<file path="src/rtl/core/lss_pkg.sv">
// Shared types and constants for the log slot scanner.
// No dependencies; used by lss_update and log_slot_scanner_top.
package lss_pkg;

  localparam int SLOTS_PER_PAGE = 4;

  localparam int PAGE_W  = 5;
  localparam int SLOT_W  = 2;
  localparam int END_W   = 6;
  localparam int DAY_W   = 5;
  localparam int MONTH_W = 4;
  localparam int YEAR_W  = 7;
  localparam int HOUR_W  = 5;
  localparam int MIN_W   = 6;
  localparam int STAMP_W = YEAR_W + MONTH_W + DAY_W + HOUR_W + MIN_W;
  localparam int CFG_W   = 6;
  localparam int CIDX_W  = 2;

  // Register indexes of the configuration port
  localparam logic [CIDX_W-1:0] CFG_FIRST_PAGE = 2'd0;
  localparam logic [CIDX_W-1:0] CFG_END_PAGE   = 2'd1;

  localparam logic [PAGE_W-1:0] FIRST_PAGE_RST = 5'd2;
  localparam logic [END_W-1:0]  END_PAGE_RST   = 6'd17;

  // Oldest search starts from 60-12-31 23:59
  localparam logic [STAMP_W-1:0] SENTINEL_STAMP =
    {7'd60, 4'd12, 5'd31, 5'd23, 6'd59};

  localparam logic [SLOT_W-1:0] NONE_SLOT = SLOT_W'(SLOTS_PER_PAGE - 1);

  typedef struct packed {
    logic [PAGE_W-1:0]  page;
    logic [SLOT_W-1:0]  slot;
    logic [DAY_W-1:0]   day;
    logic [MONTH_W-1:0] month;
    logic [YEAR_W-1:0]  year;
    logic [HOUR_W-1:0]  hour;
    logic [MIN_W-1:0]   minute;
    logic               first;
    logic               last;
  } entry_t;

  typedef struct packed {
    logic [STAMP_W-1:0] oldest_stamp;
    logic [PAGE_W-1:0]  oldest_page;
    logic [SLOT_W-1:0]  oldest_slot;
    logic [STAMP_W-1:0] latest_stamp;
    logic [PAGE_W-1:0]  latest_page;
    logic [SLOT_W-1:0]  latest_slot;
    logic               free_seen;
    logic [END_W-1:0]   free_page;
    logic [SLOT_W-1:0]  free_slot;
  } scan_state_t;

  // Running results at reset or scan start
  function automatic scan_state_t cleared_state(logic [PAGE_W-1:0] first_pg,
                                                logic [END_W-1:0]  end_pg);
    scan_state_t s;
    s.oldest_stamp = SENTINEL_STAMP;
    s.oldest_page  = first_pg;
    s.oldest_slot  = '0;
    s.latest_stamp = '0;
    s.latest_page  = first_pg;
    s.latest_slot  = '0;
    s.free_seen    = 1'b0;
    s.free_page    = end_pg;
    s.free_slot    = NONE_SLOT;
    return s;
  endfunction

endpackage

</file>
<file path="src/rtl/core/lss_update.sv">
// Per-entry compare and update of the running scan results.
// Depends on lss_pkg (entry_t, scan_state_t, cleared_state).
module lss_update (
  input  lss_pkg::entry_t                  ent,
  input  lss_pkg::scan_state_t             cur,
  input  logic [lss_pkg::PAGE_W-1:0]       first_page,
  input  logic [lss_pkg::END_W-1:0]        end_page,
  output lss_pkg::scan_state_t             nxt
);

  lss_pkg::scan_state_t            base;
  logic [lss_pkg::STAMP_W-1:0]     stamp;

  assign stamp = {ent.year, ent.month, ent.day, ent.hour, ent.minute};

  always_comb begin
    base = ent.first ? lss_pkg::cleared_state(first_page, end_page) : cur;
    nxt  = base;
    if (ent.day == '0) begin
      // free slot: only the first one counts
      if (!base.free_seen) begin
        nxt.free_seen = 1'b1;
        nxt.free_page = {1'b0, ent.page};
        nxt.free_slot = ent.slot;
      end
    end else begin
      // strict compares keep the first entry on a tie
      if (stamp < base.oldest_stamp) begin
        nxt.oldest_stamp = stamp;
        nxt.oldest_page  = ent.page;
        nxt.oldest_slot  = ent.slot;
      end
      if (stamp > base.latest_stamp) begin
        nxt.latest_stamp = stamp;
        nxt.latest_page  = ent.page;
        nxt.latest_slot  = ent.slot;
      end
    end
  end

endmodule

</file>
<file path="src/rtl/core/log_slot_scanner_top.sv">
// Log slot scanner top level: input register, update logic, result register.
// Depends on lss_pkg and lss_update.
// The last entry passes the input register, then its state is loaded into the result register and out_valid rises.
// Throughput: one entry per cycle; the input stalls only while a last entry
//   waits on a full result register that the receiver is stalling.
// Reset (synchronous, rst_n low): first_page 2, end_page 17, results cleared.
module log_slot_scanner_top (
  input  logic                          clk,
  input  logic                          rst_n,
  // configuration write port
  input  logic                          cfg_we,
  input  logic [lss_pkg::CIDX_W-1:0]    cfg_index,
  input  logic [lss_pkg::CFG_W-1:0]     cfg_wdata,
  // entry stream
  input  logic                          in_valid,
  output logic                          in_stall,
  input  logic [lss_pkg::PAGE_W-1:0]    in_page,
  input  logic [lss_pkg::SLOT_W-1:0]    in_slot,
  input  logic [lss_pkg::DAY_W-1:0]     in_stamp_day,
  input  logic [lss_pkg::MONTH_W-1:0]   in_stamp_month,
  input  logic [lss_pkg::YEAR_W-1:0]    in_stamp_year,
  input  logic [lss_pkg::HOUR_W-1:0]    in_stamp_hour,
  input  logic [lss_pkg::MIN_W-1:0]     in_stamp_minute,
  input  logic                          in_first_entry,
  input  logic                          in_last_entry,
  // scan result
  output logic                          out_valid,
  input  logic                          out_stall,
  output logic                          out_free_found,
  output logic [lss_pkg::END_W-1:0]     out_free_page,
  output logic [lss_pkg::SLOT_W-1:0]    out_free_slot,
  output logic [lss_pkg::PAGE_W-1:0]    out_oldest_page,
  output logic [lss_pkg::SLOT_W-1:0]    out_oldest_slot,
  output logic [lss_pkg::PAGE_W-1:0]    out_latest_page,
  output logic [lss_pkg::SLOT_W-1:0]    out_latest_slot
);

  // ---------------------------------------------------------------
  // Configuration registers
  // ---------------------------------------------------------------
  logic [lss_pkg::PAGE_W-1:0] first_page_r, first_page_nxt;
  logic [lss_pkg::END_W-1:0]  end_page_r, end_page_nxt;

  always_comb begin
    first_page_nxt = first_page_r;
    end_page_nxt   = end_page_r;
    if (cfg_we) begin
      unique case (cfg_index)
        lss_pkg::CFG_FIRST_PAGE: first_page_nxt = cfg_wdata[lss_pkg::PAGE_W-1:0];
        lss_pkg::CFG_END_PAGE:   end_page_nxt   = cfg_wdata;
        default: ;  // unmapped index, write dropped
      endcase
    end
  end

  always_ff @(posedge clk) begin
    if (!rst_n) begin
      first_page_r <= lss_pkg::FIRST_PAGE_RST;
      end_page_r   <= lss_pkg::END_PAGE_RST;
    end else begin
      first_page_r <= first_page_nxt;
      end_page_r   <= end_page_nxt;
    end
  end

  // ---------------------------------------------------------------
  // Input register
  // ---------------------------------------------------------------
  logic            s1_valid_r, s1_valid_nxt;
  lss_pkg::entry_t s1_ent_r;
  logic            in_xfer;
  logic            s1_adv;    // stage 1 may hand its entry on this cycle
  logic            s1_fire;   // stage 1 entry is folded into the state
  logic            out_load;

  // An entry without the last flag never needs the result register.
  assign s1_adv   = !s1_ent_r.last || !out_valid || !out_stall;
  assign s1_fire  = s1_valid_r && s1_adv;
  assign out_load = s1_fire && s1_ent_r.last;
  assign in_stall = s1_valid_r && !s1_adv;
  assign in_xfer  = in_valid && !in_stall;

  always_comb begin
    s1_valid_nxt = s1_valid_r;
    if (in_xfer) begin
      s1_valid_nxt = 1'b1;
    end else if (s1_adv) begin
      s1_valid_nxt = 1'b0;
    end
  end

  always_ff @(posedge clk) begin
    if (!rst_n) begin
      s1_valid_r <= 1'b0;
    end else begin
      s1_valid_r <= s1_valid_nxt;
    end
  end

  always_ff @(posedge clk) begin
    if (in_xfer) begin
      s1_ent_r.page   <= in_page;
      s1_ent_r.slot   <= in_slot;
      s1_ent_r.day    <= in_stamp_day;
      s1_ent_r.month  <= in_stamp_month;
      s1_ent_r.year   <= in_stamp_year;
      s1_ent_r.hour   <= in_stamp_hour;
      s1_ent_r.minute <= in_stamp_minute;
      s1_ent_r.first  <= in_first_entry;
      s1_ent_r.last   <= in_last_entry;
    end
  end

  // ---------------------------------------------------------------
  // Running results; updated once per fired entry
  // ---------------------------------------------------------------
  lss_pkg::scan_state_t state_r, state_nxt;

  lss_update u_update (
    .ent        (s1_ent_r),
    .cur        (state_r),
    .first_page (first_page_r),
    .end_page   (end_page_r),
    .nxt        (state_nxt)
  );

  always_ff @(posedge clk) begin
    if (!rst_n) begin
      state_r <= lss_pkg::cleared_state(lss_pkg::FIRST_PAGE_RST, lss_pkg::END_PAGE_RST);
    end else if (s1_fire) begin
      state_r <= state_nxt;
    end
  end

  // ---------------------------------------------------------------
  // Result register: loaded with the state that includes the last entry
  // ---------------------------------------------------------------
  logic                       out_valid_r, out_valid_nxt;
  logic                       free_found_r;
  logic [lss_pkg::END_W-1:0]  free_page_r;
  logic [lss_pkg::SLOT_W-1:0] free_slot_r;
  logic [lss_pkg::PAGE_W-1:0] oldest_page_r;
  logic [lss_pkg::SLOT_W-1:0] oldest_slot_r;
  logic [lss_pkg::PAGE_W-1:0] latest_page_r;
  logic [lss_pkg::SLOT_W-1:0] latest_slot_r;

  always_comb begin
    out_valid_nxt = out_valid_r;
    if (out_load) begin
      out_valid_nxt = 1'b1;
    end else if (!out_stall) begin
      out_valid_nxt = 1'b0;
    end
  end

  always_ff @(posedge clk) begin
    if (!rst_n) begin
      out_valid_r <= 1'b0;
    end else begin
      out_valid_r <= out_valid_nxt;
    end
  end

  always_ff @(posedge clk) begin
    if (out_load) begin
      free_found_r  <= state_nxt.free_seen;
      free_page_r   <= state_nxt.free_page;
      free_slot_r   <= state_nxt.free_slot;
      oldest_page_r <= state_nxt.oldest_page;
      oldest_slot_r <= state_nxt.oldest_slot;
      latest_page_r <= state_nxt.latest_page;
      latest_slot_r <= state_nxt.latest_slot;
    end
  end

  assign out_valid       = out_valid_r;
  assign out_free_found  = free_found_r;
  assign out_free_page   = free_page_r;
  assign out_free_slot   = free_slot_r;
  assign out_oldest_page = oldest_page_r;
  assign out_oldest_slot = oldest_slot_r;
  assign out_latest_page = latest_page_r;
  assign out_latest_slot = latest_slot_r;

  // ---------------------------------------------------------------
  // Assertions
  // ---------------------------------------------------------------
  // A fired last entry always shows up as a result next cycle.
  a_last_gives_result: assert property (@(posedge clk) disable iff (!rst_n)
    out_load |=> out_valid_r)
    else $error("last entry did not produce a result");

  // Stall only comes from a held last entry facing a blocked result.
  a_stall_cause: assert property (@(posedge clk) disable iff (!rst_n)
    in_stall |-> (s1_ent_r.last && out_valid_r && out_stall))
    else $error("input stalled without a blocked result");

  // Free flag is sticky until the next scan start.
  a_free_sticky: assert property (@(posedge clk) disable iff (!rst_n)
    (state_r.free_seen && !(s1_fire && s1_ent_r.first)) |=> state_r.free_seen)
    else $error("free flag lost within a scan");

  // The first free slot, once found, does not move within a scan.
  a_free_pos_hold: assert property (@(posedge clk) disable iff (!rst_n)
    (state_r.free_seen && !(s1_fire && s1_ent_r.first))
      |=> ($stable(state_r.free_page) && $stable(state_r.free_slot)))
    else $error("free position changed within a scan");

endmodule

</file>
<file path="config.mk">
export PLATFORM = sky130hd
export DESIGN_NAME = log_slot_scanner_top
export DESIGN_NICKNAME = d
export VERILOG_FILES = /design/src/rtl/core/lss_pkg.sv /design/src/rtl/core/lss_update.sv /design/src/rtl/core/log_slot_scanner_top.sv
export SDC_FILE = /design/constraint.sdc
export NUM_CORES = 1
export LEC_CHECK = 0
export ABC_AREA = 1
export BUFFER_PORTS_ARGS = -buffer_cell sky130_fd_sc_hd__buf_4
export CORE_MARGIN = 3
export CORE_UTILIZATION = 55
export CTS_CLUSTER_DIAMETER = 80
export DETAILED_ROUTE_END_ITERATION = 6
export GPL_TIMING_DRIVEN = 0
export PLACE_DENSITY_LB_ADDON = 0.2
export SLEW_MARGIN = 20
export SYNTH_ARGS = -nofsm -noshare
export SYNTH_HDL_FRONTEND = slang
export SYNTH_SLANG_ARGS = --single-unit
export TNS_END_PERCENT = 20
</file>
<file path="constraint.sdc">
create_clock -name clk -period 8.3 [get_ports clk]
set_clock_uncertainty 0.2 [all_clocks]
set_input_delay 0.415 -clock clk [delete_from_list [all_inputs] [get_ports clk]]
set_output_delay 0.415 -clock clk [all_outputs]
set_load 0.02 [all_outputs]
</file>
==> results list, run 1 <==
- The number of hold violations in the final report is 0.
- The number of antenna violations at the first check in global routing was 0.
- Number of top-level pins: 74
- Measured along the x axis, the die boundary spans 123 µm.
* Max Clk Rate: approximately 0.27 GHz
- Entering global routing, the biggest net connects 27 pins.
* Post-CTS Resized: 0
- Unrepaired setup endpoints after global routing: false
* Core Area: 0.0133 mm²
- For this run, the slowest stage of the critical path takes 0.49 ns.
- The cell sitting at the root of the clock tree is a sky130_fd_sc_hd__clkbuf_16.
- Clock transition time at the flip-flop clock pins of the worst setup and hold paths: ~0.060 ns
- The critical path goes through buf_2, inv_1, buf_2, buf_1, nand2_1, ha_1, nand2_1, nor2_2, nand2_1, nor2_1, and2_1, nand2_1, nand2_4, nand2_4, buf_6, o21ai_1, inv_1.
- H-tree depth reported by CTS: 4
* Category of cells accounting for the largest share of critical-path delay: buffers and inverters
- The synthesized design spends more area on one cell type than any other, namely sky130_fd_sc_hd__dfxtp_1.
- The count of pins over their slew limit is 0.
* Sort of element at the end of the critical path: flip-flop
* CP dominant cell by count: sky130_fd_sc_hd__nand2_1
* Area of combinational cells with multiple inputs: around 0.0034 mm²
- After detailed routing, the number of vias per cell comes to approximately 5.5.
* Setup Total Neg Slack: 0 ns
- Overall fraction of global-route tracks in use: 0.277
- Clock tree sinks: roughly 150
* Area of all sequential standard cells: roughly 0.0036 mm²
- CTS tree: done
- In the post-synthesis netlist, the cell with the most instances is sky130_fd_sc_hd__nand2_1.
* Diodes inserted: 0
- Yosys warning total: 0
- In this run the static leakage power is between 4 and 5 nW.
* 1st-iter DRT viols: 710
- The finished cells cover ~0.0093 mm².
* Number of different library cells in the post-synthesis netlist: 29
- CTS Buffer Depth: 2
- Final setup vio count: 0
- Detailed routing inserted a total of about 7000 vias.
* First-pass GRT wire length: roughly 33 mm
* Result of the run: completed
- Synthesis produced a netlist whose cell count is between 900 and 1000.
* Cts bufs inserted: 17
* Minimum clock period after layout: ~3.7 ns
- Share of the yosys chip area belonging to registers: 0.472
* Post-detailed-route wirelength per cell: 15.6 µm
- EDFF count, synth: 59
- Cell row count: 42
- Detailed placement finished with a half-perimeter wire length of 13.9 mm.
- Worst EP required: about 8.3 ns
* Final Core Density: 0.697
- After synthesis the cells add up to about 0.0076 mm².
* Max-capacitance violation count: 0
- Number of iterations in the first detailed-routing pass: 6
* Commonest cells in the netlist: sky130_fd_sc_hd__nand2_1 (264), sky130_fd_sc_hd__a21oi_1 (113), sky130_fd_sc_hd__nand3_1 (96), sky130_fd_sc_hd__dfxtp_1 (90), sky130_fd_sc_hd__inv_1 (78)
- Effective utilization at floorplan: 0.567
- By area the synthesized netlist is led by sky130_fd_sc_hd__dfxtp_1 (24%), sky130_fd_sc_hd__edfxtp_1 (23%), sky130_fd_sc_hd__nand2_1 (13%).
- Final net count: 1197
- Worst Path Class, Setup: flip-flop to flip-flop
* Critical-path top delay cell: sky130_fd_sc_hd__buf_1
- After synthesis the netlist holds a flip-flop and latch count of 149.
- Final Routed Wirelength: ~20 mm
- The number of global-route vias before repair is roughly 6700.
* Critical Path Source Type: flip-flop
- The floorplan step set the die height to between 100 and 150 µm.
* Clock insertion delay at the later pin of the skew report: 0.43 ns
- Slew at the pin with the worst max-slew slack: 0.867 ns
- Of the post-synthesis cell area, the dominant cell type holds 0.238.
- Slew margin rel.: 0.422
- Antenna-violating nets left: 0
- Counting the fill cells in the layout gives 1117.
- After global routing the overflow that remains totals 0.
- PD cells: approximately 200 mW/mm²
- In this run the worst path has a maximum fanout of 10.
* Top_reg_cell synth: sky130_fd_sc_hd__dfxtp_1
- Cell Area, Placed: between 0.008 and 0.009 mm²
- Together, buffers and inverters on the worst path number 6.
- Largest voltage drop on the vdd net: between 0.15 and 0.2 mV
* Share of cells above drive strength 1: 0.127
- The congestion estimate from routability-driven global placement came to 0.918.
* Layout-stage area growth over the synthesis result: 22.8%
* Async SR Flop Fraction: 0
* Number of design rule violations left after detail routing: 0
- Die Footprint: approximately 0.015 mm²
- Synthesized netlist net count: ~1100
* Crit share post-route: 0.443
- Avg Cell Area, Syn: slightly below 8 µm²
- Kind of path behind the tightest hold check: input pin to flip-flop
- Data on the critical path arrives at its endpoint at approximately 3.7 ns.
- PortBufs: 73
==> state kept, by name (all words and copies together) (netlist names) <==
signal and count:
end_page_r 6, first_page_r 5, out_free_found 1, out_free_page 6, out_free_slot 2, out_latest_page 5, out_latest_slot 2, out_oldest_page 5
out_oldest_slot 2, out_valid 1, s1_ent_r 36, s1_valid_r 1, state_r 77
==> final timing paths <==
| path | start | end | slack, ns | cells after the start |
|---|---|---|---|---|
| worst min register to register | state_r[26] | state_r[26] | 0.26 | 2 |
| worst max-delay path | s1_ent_r[1] | out_latest_page[1] | 4.62 | 17 |
| worst min-delay path | cfg_wdata[1] | first_page_r[1] | 0.009 | 3 |
| worst max register to register | s1_ent_r[1] | out_latest_page[1] | 4.62 | 17 |
==> layer usage <==
metal  share of wire  global-route usage  vias to the layer above
met3           0.074              0.0522                       47
li1                -                   -                     3462
met5               0                   0                        -
met1            0.43               0.356                     3231
met4           0.032               0.129                        0
met2            0.47               0.453                      280
==> final cells by class <==
cell class,count,area share
clock buffer,19,0.0487
multi-input combinational,680,0.371
sequential,149,0.384
timing repair buffer,111,0.101
buffer,52,0.0265
inverter,84,0.0339
clock inverter,13,0.0116
tap,176,0.0237
==> kinds of logic after synthesis <==
family	synth area share
adders and majority gates	0.0875
and+or+nand+nor	0.244
DFF	0.472
AOI/OAI and AO/OA	0.123
buffers and inverters	0.0742
==> power by group <==
group	total [W]	switching [W]	internal (W)
clock network	0.000732	0.000307	0.000425
registers	0.000831	0.0000251	0.000806
logic	0.000267	0.000163	0.000104
total	0.00183	0.000495	0.00133
==> layout by cell type, fill, tap and decap left out, types with 37 or more instances in the layout <==
master	Yosys	routed
sky130_fd_sc_hd__a21oi_1	113	113
sky130_fd_sc_hd__nand3_1	96	96
sky130_fd_sc_hd__buf_4	2	75
sky130_fd_sc_hd__nor2_1	76	75
sky130_fd_sc_hd__ha_1	53	53
sky130_fd_sc_hd__nand2_1	264	264
sky130_fd_sc_hd__inv_1	78	78
sky130_fd_sc_hd__dfxtp_1	90	90
sky130_fd_sc_hd__dlygate4sd3_1	0	37
sky130_fd_sc_hd__edfxtp_1	59	59
==> what timing repair did <==
| item | CTS | global route |
|---|---|---|
| hold endpoints to repair | 37 | 0 |
| hold buffers | 37 | 0 |
| buffers inserted | 0 | 0 |
==> through the flow <==
stage	power, W	setup WS (ns)	cells	hold slack (ns)
6_report	0.00183	4.62	1284	0.00866
3_3_place_gp	0.00109	4.58	1214	0.248
4_1_cts	0.00183	4.65	1284	0.000802
3_5_place_dp	0.00109	4.66	1215	0.250
2_1_floorplan	0.00101	5.45	965	0.229
5_1_grt	0.00190	4.42	1284	0.0146
==> worst register-to-register path, stage by stage (launching register included) <==
cell,delay (ns)
sky130_fd_sc_hd__edfxtp_1,0.35
sky130_fd_sc_hd__buf_2,0.17
sky130_fd_sc_hd__inv_1,0.08
sky130_fd_sc_hd__buf_2,0.24
sky130_fd_sc_hd__buf_1,0.49
sky130_fd_sc_hd__nand2_1,0.17
sky130_fd_sc_hd__ha_1,0.33
sky130_fd_sc_hd__nand2_1,0.09
sky130_fd_sc_hd__nor2_2,0.13
sky130_fd_sc_hd__nand2_1,0.05
sky130_fd_sc_hd__nor2_1,0.18
sky130_fd_sc_hd__and2_1,0.16
sky130_fd_sc_hd__nand2_1,0.08
sky130_fd_sc_hd__nand2_4,0.14
sky130_fd_sc_hd__nand2_4,0.15
sky130_fd_sc_hd__buf_6,0.19
sky130_fd_sc_hd__o21ai_1,0.18
sky130_fd_sc_hd__inv_1,0.06
No activity file was read; power rests on OpenSTA's default activity.
==> run 2, diff against run 1 <==
==> constraint.sdc (replaced) <==
create_clock -name clk -period 3.45 [get_ports clk]
set_clock_uncertainty 0.2 [all_clocks]
set_input_delay 0.1725 -clock clk [delete_from_list [all_inputs] [get_ports clk]]
set_output_delay 0.1725 -clock clk [all_outputs]
set_load 0.02 [all_outputs]
==> results list, run 2 (synthesized netlist as in run 1, its figures left out) <==
- The run finished with clean final reports.
- Top flop regs: state_r x77, s1_ent_r x36
- The static leakage is 4.26 nW (+1.9%).
- The final critical path time including I/O delays and setup is 3.26 ns (-0.417 ns).
- Layout-stage area growth over the synthesis result: 25.2%
- Largest net degree at the start of global routing: 27 (unchanged)
- Core Area: 0.0133 mm² (unchanged)
* WP data arrival: 3.24 ns (-0.42 ns)
- Slew margin rel.: 0.404 (-0.0180)
- The post-placement worst setup slack was -0.192 ns (-4.85 ns).
- Number of antenna violations at the first check in global routing: 0 (unchanged)
- The site row count is 42 (unchanged).
- STA classifies the critical path startpoint as a flip-flop.
* Effective utilization at floorplan: 0.567 (unchanged)
- Via density per instance: 5.47 (about the same)
- Post-detailed-route wirelength per cell: 15.8 µm (+1.1%)
* Sort of element at the end of the critical path: flip-flop
- The most numerous cell type found on the critical path is sky130_fd_sc_hd__nand2_1.
- The actual transition at the worst max-transition pin was 0.893 ns (+0.0269 ns).
- The total congestion overflow after global routing is 0 (unchanged).
- Final net count: 1213 (+1.3%)
- The total of endpoints with negative setup slack in the final report came to 0 (unchanged).
- The required arrival time at the worst endpoint came to 3.43 ns (-4.85 ns).
- Number of top-level pins: 74 (unchanged)
* Diodes inserted: 0 (unchanged)
* Clock insertion delay at the later pin of the skew report: 0.43 ns (about the same)
* Top register by number of flip-flops: state_r
- Crit share post-route: 0.945 (+0.502)
- The half-perimeter wire length after detailed placement was 13.9 mm (unchanged).
- 1st-iter DRT viols: 732 (+3.1%)
* Leading cell type in the layout, fill and taps excluded: sky130_fd_sc_hd__nand2_1
- Max Clk Rate: 0.307 GHz (+13%)
- The maximum buffer depth of the clock tree is 2 (unchanged).
* Final Max Tran Viols: 0 (unchanged)
- Horizontal extent of the die: 123 µm (unchanged)
- Layout Cells excl Fill: 1300 (+1.2%)
* Max reg flops: 77 (unchanged)
- The maximum fanout along the worst path was 10 (unchanged).
- The critical path is of the flip-flop to flip-flop type.
* Clock transition time at the flip-flop clock pins of the worst setup and hold paths: 0.06 ns (about the same)
- The delay contributed by the slowest stage of the critical path is 0.35 ns (-0.14 ns).
* Max-capacitance violation count: 0 (unchanged)
- Final setup slack of the worst path: 0.190 ns (-4.43 ns)
- The die area is 0.0152 mm² (unchanged).
* Final hold violations: 0 (unchanged)
* Share of cells above drive strength 1: 0.131 (+0.00353)
* PortBufs: 73 (unchanged)
* Cell-by-cell listing of the critical path: buf_2, inv_1, clkbuf_4, buf_4, nand2_1, ha_1, nand2_1, inv_2, nand2_1, nor2_1, and2_1, nand2_1, nand2_4, nand2_4, buf_6, o21ai_1, inv_1
- First-pass GRT wire length: 33.2 mm (+2.0%)
- Routed vias: 7105 (+1.2%)
- Largest voltage drop on the vdd net: 0.378 mV (+140%)
- Via count of the first global-routing pass: 6893 (+2.3%)
- Kind of path behind the tightest hold check: input pin to flip-flop
- H-tree depth reported by CTS: 4 (unchanged)
* Number of iterations in the first detailed-routing pass: 5 (-1)
- The number of DRC violations after detailed routing is 0 (unchanged).
- Overall fraction of global-route tracks in use: 0.283 (+0.00579)
* PD cells: 466 mW/mm² (+140%)
- The total of fill cells in the finished design came to 1085 (-2.9%).
* Antenna-violating nets left: 0 (unchanged)
* Final Routed Wirelength: 20.6 mm (+2.4%)
- The tree is rooted in a sky130_fd_sc_hd__clkbuf_16.
- RD Place Congestion: 0.918 (unchanged)
- The total setup buffers inserted after CTS was 0 (unchanged).
* Die outline height: 123 µm (unchanged)
- Setup Total Neg Slack: 0 ns (unchanged)
- Highest-count cells in the layout ignoring fill and taps: sky130_fd_sc_hd__nand2_1 (264), sky130_fd_sc_hd__a21oi_1 (113), sky130_fd_sc_hd__nand3_1 (96), sky130_fd_sc_hd__dfxtp_1 (90), sky130_fd_sc_hd__buf_4 (79)
- Power, Total: 0.00442 W (+140%)
- The clock sink count is 149 (unchanged).
* Cts bufs inserted: 17 (unchanged)
- Number of instances in the placed design: 1215 (unchanged)
* CTS tree: done
* Critical-path top delay cell: sky130_fd_sc_hd__edfxtp_1
run 2: metrics by stage:
stage	hold WS [ns]	utilization	instance area [µm²]
2_1_floorplan	0.0714	-	7570
6_report	0.0984	0.711	9480
5_1_grt	0.160	0.711	9480
3_3_place_gp	0.150	0.625	8340
3_5_place_dp	0.152	0.627	8370
4_1_cts	0.0693	0.709	9460
run 2: timing repair:
action / CTS / global route
cloned: 0 / 0
endpoints found under the hold margin: 49 / 0
setup endpoints to repair: 59 / 66
gates resized for setup: 2 / 15
hold buffers: 53 / 0
run 2: path summary, 6_finish.rpt:
kind	start	end	slack [ns]	cells after the start
worst max-delay path	s1_ent_r[1]	out_latest_page[1]	0.19	17
worst min-delay path	cfg_we	end_page_r[3]	0.1	6
worst max register to register	s1_ent_r[1]	out_latest_page[1]	0.19	17
worst min register to register	state_r[26]	state_r[26]	0.26	2
run 2: layer usage:
metal | vias up | part of all wire | track usage
met3 | 55 | 0.070 | 0.0526
li1 | 3490 | - | -
met5 | - | 0 | 0
met4 | 0 | 0.036 | 0.134
met2 | 306 | 0.47 | 0.469
met1 | 3254 | 0.42 | 0.357
run 2: worst max-delay path: cells and delay by family, from the launching register on:
family | cells | cell delay [ns]
buffers and inverters | 7 | 1.02
flip-flops | 1 | 0.35
AND/OR/NAND/NOR | 8 | 0.95
adder cells (fa/ha/maj) | 1 | 0.30
AO/OA/AOI/OAI | 1 | 0.18
run 2: final cells by class:
cell class                      instances  area [µm²]  share of cell area
Buffer                                 52         264              0.0278
Clock buffer                           19         453              0.0478
Clock inverter                         13         108              0.0113
Inverter                               84         315              0.0332
Multi-Input combinational cell        680        3450               0.364
Sequential cell                       149        3570               0.377
Tap cell                              176         220              0.0232
Timing Repair Buffer                  127        1100               0.116
run 2: power by group:
group | internal [W] | switching (W) | total (W)
Clock | 0.00102 | 0.000737 | 0.00176
Combinational | 0.000264 | 0.000397 | 0.000661
Sequential | 0.00194 | 0.0000609 | 0.00200
Total | 0.00323 | 0.00120 | 0.00442
